**src/assert_macros.svh**
```systemverilog
// ----------------------------------------------------------------------------
// Assertion macros
// Shared concurrent assertion wrappers for the segment intersection unit.
// ----------------------------------------------------------------------------
`ifndef ASSERT_MACROS_SVH
`define ASSERT_MACROS_SVH
`ifndef SYNTHESIS
// Checked outside reset.
`define SIP_ASSERT(label, prop) \
    label: assert property (@(posedge clk) disable iff (!rst_n) prop) \
        else $error("assertion failed");
// Checked at every edge, also while reset is held.
`define SIP_ASSERT_ALWAYS(label, prop) \
    label: assert property (@(posedge clk) prop) \
        else $error("assertion failed");
`else
`define SIP_ASSERT(label, prop)
`define SIP_ASSERT_ALWAYS(label, prop)
`endif
`endif

```
**src/sip_div.sv**
```systemverilog
// ----------------------------------------------------------------------------
// sip_div
// Pipelined restoring divider, one quotient bit per register stage.
// ----------------------------------------------------------------------------
module sip_div #(
    parameter int unsigned NW  = 52,
    parameter int unsigned DVW = 35,
    parameter int unsigned Q   = 17
) (
    input  logic           clk,
    input  logic           rst_n,
    input  logic           en,
    input  logic           in_valid,
    input  logic           in_neg,
    input  logic           in_tag,
    input  logic [NW-1:0]  dividend,
    input  logic [DVW-1:0] divisor,
    output logic           out_valid,
    output logic           out_neg,
    output logic           out_tag,
    output logic [Q-1:0]   quotient
);

    localparam int unsigned RW = DVW + 1;

    logic           v_reg   [Q];
    logic           neg_reg [Q];
    logic           tag_reg [Q];
    logic [RW-1:0]  rem_reg [Q];
    logic [Q-1:0]   low_reg [Q];
    logic [Q-1:0]   quo_reg [Q];
    logic [DVW-1:0] dvs_reg [Q];

    for (genvar s = 0; s < Q; s++)
    begin : g_stage
        logic [RW-1:0]  rem_in, trial, rem_next;
        logic [Q-1:0]   low_in, quo_in;
        logic [DVW-1:0] dvs_in;
        logic           v_in, neg_in, tag_in, qbit;

        if (s == 0)
        begin : g_first
            always_comb
            begin
                // Upper dividend bits seed the partial remainder.
                rem_in = RW'(dividend[NW-1:Q]);
                low_in = dividend[Q-1:0];
                quo_in = '0;
                dvs_in = divisor;
                v_in   = in_valid;
                neg_in = in_neg;
                tag_in = in_tag;
            end
        end
        else
        begin : g_next
            always_comb
            begin
                rem_in = rem_reg[s-1];
                low_in = low_reg[s-1];
                quo_in = quo_reg[s-1];
                dvs_in = dvs_reg[s-1];
                v_in   = v_reg[s-1];
                neg_in = neg_reg[s-1];
                tag_in = tag_reg[s-1];
            end
        end

        always_comb
        begin
            trial    = {rem_in[RW-2:0], low_in[Q-1]};
            qbit     = (trial >= RW'(dvs_in));
            rem_next = qbit ? (trial - RW'(dvs_in)) : trial;
        end

        always_ff @(posedge clk or negedge rst_n)
        begin
            if (!rst_n)
            begin
                v_reg[s] <= 1'b0;
            end
            else if (en)
            begin
                v_reg[s] <= v_in;
            end
        end

        always_ff @(posedge clk)
        begin
            if (en)
            begin
                rem_reg[s] <= rem_next;
                low_reg[s] <= {low_in[Q-2:0], 1'b0};
                quo_reg[s] <= {quo_in[Q-2:0], qbit};
                dvs_reg[s] <= dvs_in;
                neg_reg[s] <= neg_in;
                tag_reg[s] <= tag_in;
            end
        end
    end

    assign out_valid = v_reg[Q-1];
    assign out_neg   = neg_reg[Q-1];
    assign out_tag   = tag_reg[Q-1];
    assign quotient  = quo_reg[Q-1];

endmodule

```
**config.mk**
```make
export PLATFORM = sky130hd
export DESIGN_NAME = sip_div
export DESIGN_NICKNAME = d
export VERILOG_FILES = /design/src/assert_macros.svh /design/src/sip_div.sv
export SDC_FILE = /design/constraint.sdc
export NUM_CORES = 2
export LEC_CHECK = 0
export BUFFER_PORTS_ARGS = -buffer_cell sky130_fd_sc_hd__buf_2
export CAP_MARGIN = 10
export CORE_UTILIZATION = 41
export DETAILED_ROUTE_END_ITERATION = 16
export PLACE_DENSITY = 0.56
export REMOVE_ABC_BUFFERS = 1
export SYNTH_ARGS = -nofsm -noshare
export SYNTH_HDL_FRONTEND = slang
export SYNTH_SLANG_ARGS = --single-unit
```
**constraint.sdc**
```tcl
create_clock -name clk -period 3.9 [get_ports clk]
set_input_delay 0.78 -clock clk [delete_from_list [all_inputs] [get_ports clk]]
set_output_delay 0.78 -clock clk [all_outputs]
set_load 0.01 [all_outputs]
```
==> impl_metrics.env <==
export IMPL_outcome="finished, violations left"
export IMPL_violations="setup timing"
export IMPL_hold_slack_ps=114
export IMPL_vdd_drop_max_uv=434
export IMPL_cp_top_family="compound AO/OA/AOI/OAI gates"
export IMPL_core_area_mm2=0.200
export IMPL_crit_type="register to register"
export IMPL_pwr_share_comb=0.487
export IMPL_pre_cts_ws_ps=-247
export IMPL_clk_pin_slew_ps=60
export IMPL_pwr_share_clk=0.197
export IMPL_worstMarginPinSlew_ps=709
export IMPL_dr_total_vias=56400
export IMPL_synth_top_family_by_area="compound AO/OA/AOI/OAI gates"
export IMPL_clockRootBuffer="clkbuf_16"
export IMPL_rows=164
export IMPL_synthMuxAreaShare=0.0355
export IMPL_die_area_mm2=0.203
export IMPL_switchingPower_mw=29.6
export IMPL_track_usage=0.191
export IMPL_synth_avg_cell_area_um2=11.3
export IMPL_rsz0062_at_grt="yes"
export IMPL_max_cap_violations=0
export IMPL_synth_seq_cells=1460
export IMPL_place_congestion=0.943
export IMPL_vias_per_cell=5.26
export IMPL_final_setup_viol_count=1
export IMPL_ant_nets=0
export IMPL_io_pins=113
export IMPL_post_route_cells_drive_above_1_share=0.147
export IMPL_synth_simple_area_share=0.0912
export IMPL_fin_crit_sh=1.01
export IMPL_layout_commonest_cell="edfxtp_1"
export IMPL_wl_per_cell_um=18.4
export IMPL_end_kind="register"
export IMPL_worstPathRequired_ps=4480
export IMPL_p_seq_frac=0.316
export IMPL_internal_power_mw=50.1
export IMPL_cp_arrival_ps=4510
export IMPL_ys_seq_area_frac=0.530
export IMPL_drt_iter0_drc=2701
export IMPL_hold_viol_final=0
export IMPL_cts_sinks=1460
export IMPL_dieHeight_um=451
export IMPL_max_stage_delay_ps=450
export IMPL_htree_levels=4
export IMPL_timing_fmax_mhz=255
export IMPL_worst_setup_path_start_kind="register"
export IMPL_ys_types=107
export IMPL_antenna_found_initial=0
export IMPL_placed_cell_area_mm2=0.0900
export IMPL_crit_chain="ha_4 > buf_4 > a21oi_1 > a21oi_1 > o21ai_0 > a21o_1 > o31a_1 > o21ai_0 > a221o_1 > a311oi_1 > xnor2_1 > mux2_1"
export IMPL_grt_pass1_wl_um=309000
export IMPL_synth_cells=7323
export IMPL_clockBufferDepth=3
export IMPL_first_global_vias=59500
export IMPL_critical_path_buf_inv_count=1
export IMPL_nFillCells=18200
export IMPL_final_cell_mix="1,443 x edfxtp_1, 755 x a21oi_1, 731 x inv_1, 593 x ha_1, 529 x nor2_1"
export IMPL_synth_xor_area_frac=0.0507
export IMPL_synth_fa_ha_area_frac=0.0940
export IMPL_hpwl_um=154000
export IMPL_area_delta_synth_final_pct=16.3
export IMPL_io_buffers=112
export IMPL_fin_skew_ps=38.0
export IMPL_netlist_area_mm2=0.0826
export IMPL_grt_max_degree=95
export IMPL_power_density_mw_per_mm2=829
export IMPL_post_route_util=0.481
export IMPL_die_w_um=451
export IMPL_grt_overflow_total=0
export IMPL_synthFlopType="edfxtp_1"
export IMPL_initial_core_util=0.413
export IMPL_slew_violations=0
export IMPL_crit_slowest_cell="a221o_1"
export IMPL_clock_latency_ps=840
export IMPL_drc=0
export IMPL_slew_headroom=0.522
export IMPL_timing_final_crit_period_ps=3930
export IMPL_synth_compound_area_share=0.154
export IMPL_p_leak_nw=39.9
export IMPL_synth_warnings=0
export IMPL_swShare=0.371
export IMPL_layout_nets=8630
export IMPL_fin_ws_ps=-27.8
export IMPL_first_pass_iters=7
export IMPL_stdcell_area_mm2=0.0961
export IMPL_synth_edf_count=1443
export IMPL_cts_tree="yes"
export IMPL_min_path_type="input pin to register"
export IMPL_crit_fanout=3
export IMPL_drt_total_wl_um=197000
export IMPL_async_reset_ff_frac=0.0116
export IMPL_cts_buffers=171
-- what timing repair did --
| action | in CTS | in global routing |
|---|---|---|
| setup endpoints to repair | 34 | 200 |
| resized for setup | 9 | 40 |
| hold buffers | 1 | 0 |
| setup buffers | 5 | 8 |
| pin swaps | 1 | 11 |
| endpoints found under the hold margin | 17 | 0 |
| gates cloned | 2 | 4 |
-- stage by stage --
stage / TNS, ps / power, mW / instances
floorplan: -309460 / 51.3 / 7116
global placement: -5080 / 62.7 / 10400
detailed placement: -9090 / 63.1 / 10400
CTS: -115 / 79.7 / 10700
global route: -935 / 85.1 / 10700
finish: -27.8 / 79.7 / 10700
-- per-layer routing --
layer	track usage	routed length (um)
met2	0.398	113000
met5	0	0
met4	0.115	12800
met3	0.0248	5010
met1	0.170	66400
-- Yosys cell counts, types with 46 or more instances --
library cell	count	area [um2]
xor2_1	195	1710
buf_2	46	230
nand2_1	374	1400
clkbuf_1	133	499
ha_1	595	7440
mux2_1	57	642
nand4_1	97	607
mux2_2	144	1620
a211oi_1	51	383
o21a_1	81	608
o21bai_1	55	413
nor2b_1	87	544
a21o_1	303	2270
nand3_1	139	696
a21oi_1	759	3800
a31oi_1	64	400
inv_1	732	2750
xnor2_1	283	2480
nor3_1	77	385
edfxtp_1	1443	43300
nor2_1	529	1990
and3_1	54	338
nand2b_1	63	394
o21ai_0	332	1660
-- cell families (layout without fill, tap and decap cells) --
| group | after synthesis | after routing |
|---|---|---|
| compound gates | 2000 | 2000 |
| simple gates | 1584 | 1584 |
| flops | 1460 | 1460 |
| buf+inv | 939 | 1675 |
| fa+ha+maj | 611 | 611 |
| xor+xnor | 478 | 478 |
| mux | 251 | 251 |
| other cells | 0 | 1 |
-- path summary, 6_finish.rpt --
| check | start | end | slack [ps] | cells past startpoint |
|---|---|---|---|---|
| setup reg to reg | rem_reg[0][325] | rem_reg[0][393] | -30 | 12 |
| setup / recovery | rem_reg[0][325] | rem_reg[0][393] | -30 | 12 |
| max in group asynchronous | rst_n | g_stage[12].v_in | 3220 | 2 |
| min in group asynchronous | rst_n | g_stage[14].v_in | 400 | 2 |
| hold reg to reg | tag_reg[0][2] | tag_reg[0][3] | 390 | 0 |
| hold / removal | dividend[4] | low_reg[0][4] | 110 | 1 |
-- worst reg2reg max path, cell delays in order, from the launching register on --
cell	delay (ps)
edfxtp_1	440
ha_4	280
buf_4	140
a21oi_1	200
a21oi_1	140
o21ai_0	410
a21o_1	290
o31a_1	240
o21ai_0	270
a221o_1	450
a311oi_1	420
xnor2_1	100
mux2_1	290
-- cell type report --
cell class,count,area [um2],area share
clock buffer,205,4470,0.0465
tap,2656,3320,0.0346
clock inverter,101,1120,0.0117
inverter,732,2750,0.0286
multi-input combinational,4924,35400,0.369
sequential,1460,43800,0.455
timing repair buffer,637,5260,0.0547
antenna,1,2.50,0.0000260
-- power groups by stage --
| stage | logic [mW] | clock network [mW] | registers [mW] |
|---|---|---|---|
| 3_5_place_dp | 37.6 | 0 | 25.4 |
| 6_report | 38.8 | 15.7 | 25.1 |
| 2_1_floorplan | 26.7 | 0 | 24.6 |
| 5_1_grt | 42.7 | 16.8 | 25.6 |
| 3_3_place_gp | 37.3 | 0 | 25.5 |
| 4_1_cts | 38.2 | 16.3 | 25.1 |
Note: power is estimated with default switching activity, not from simulation.
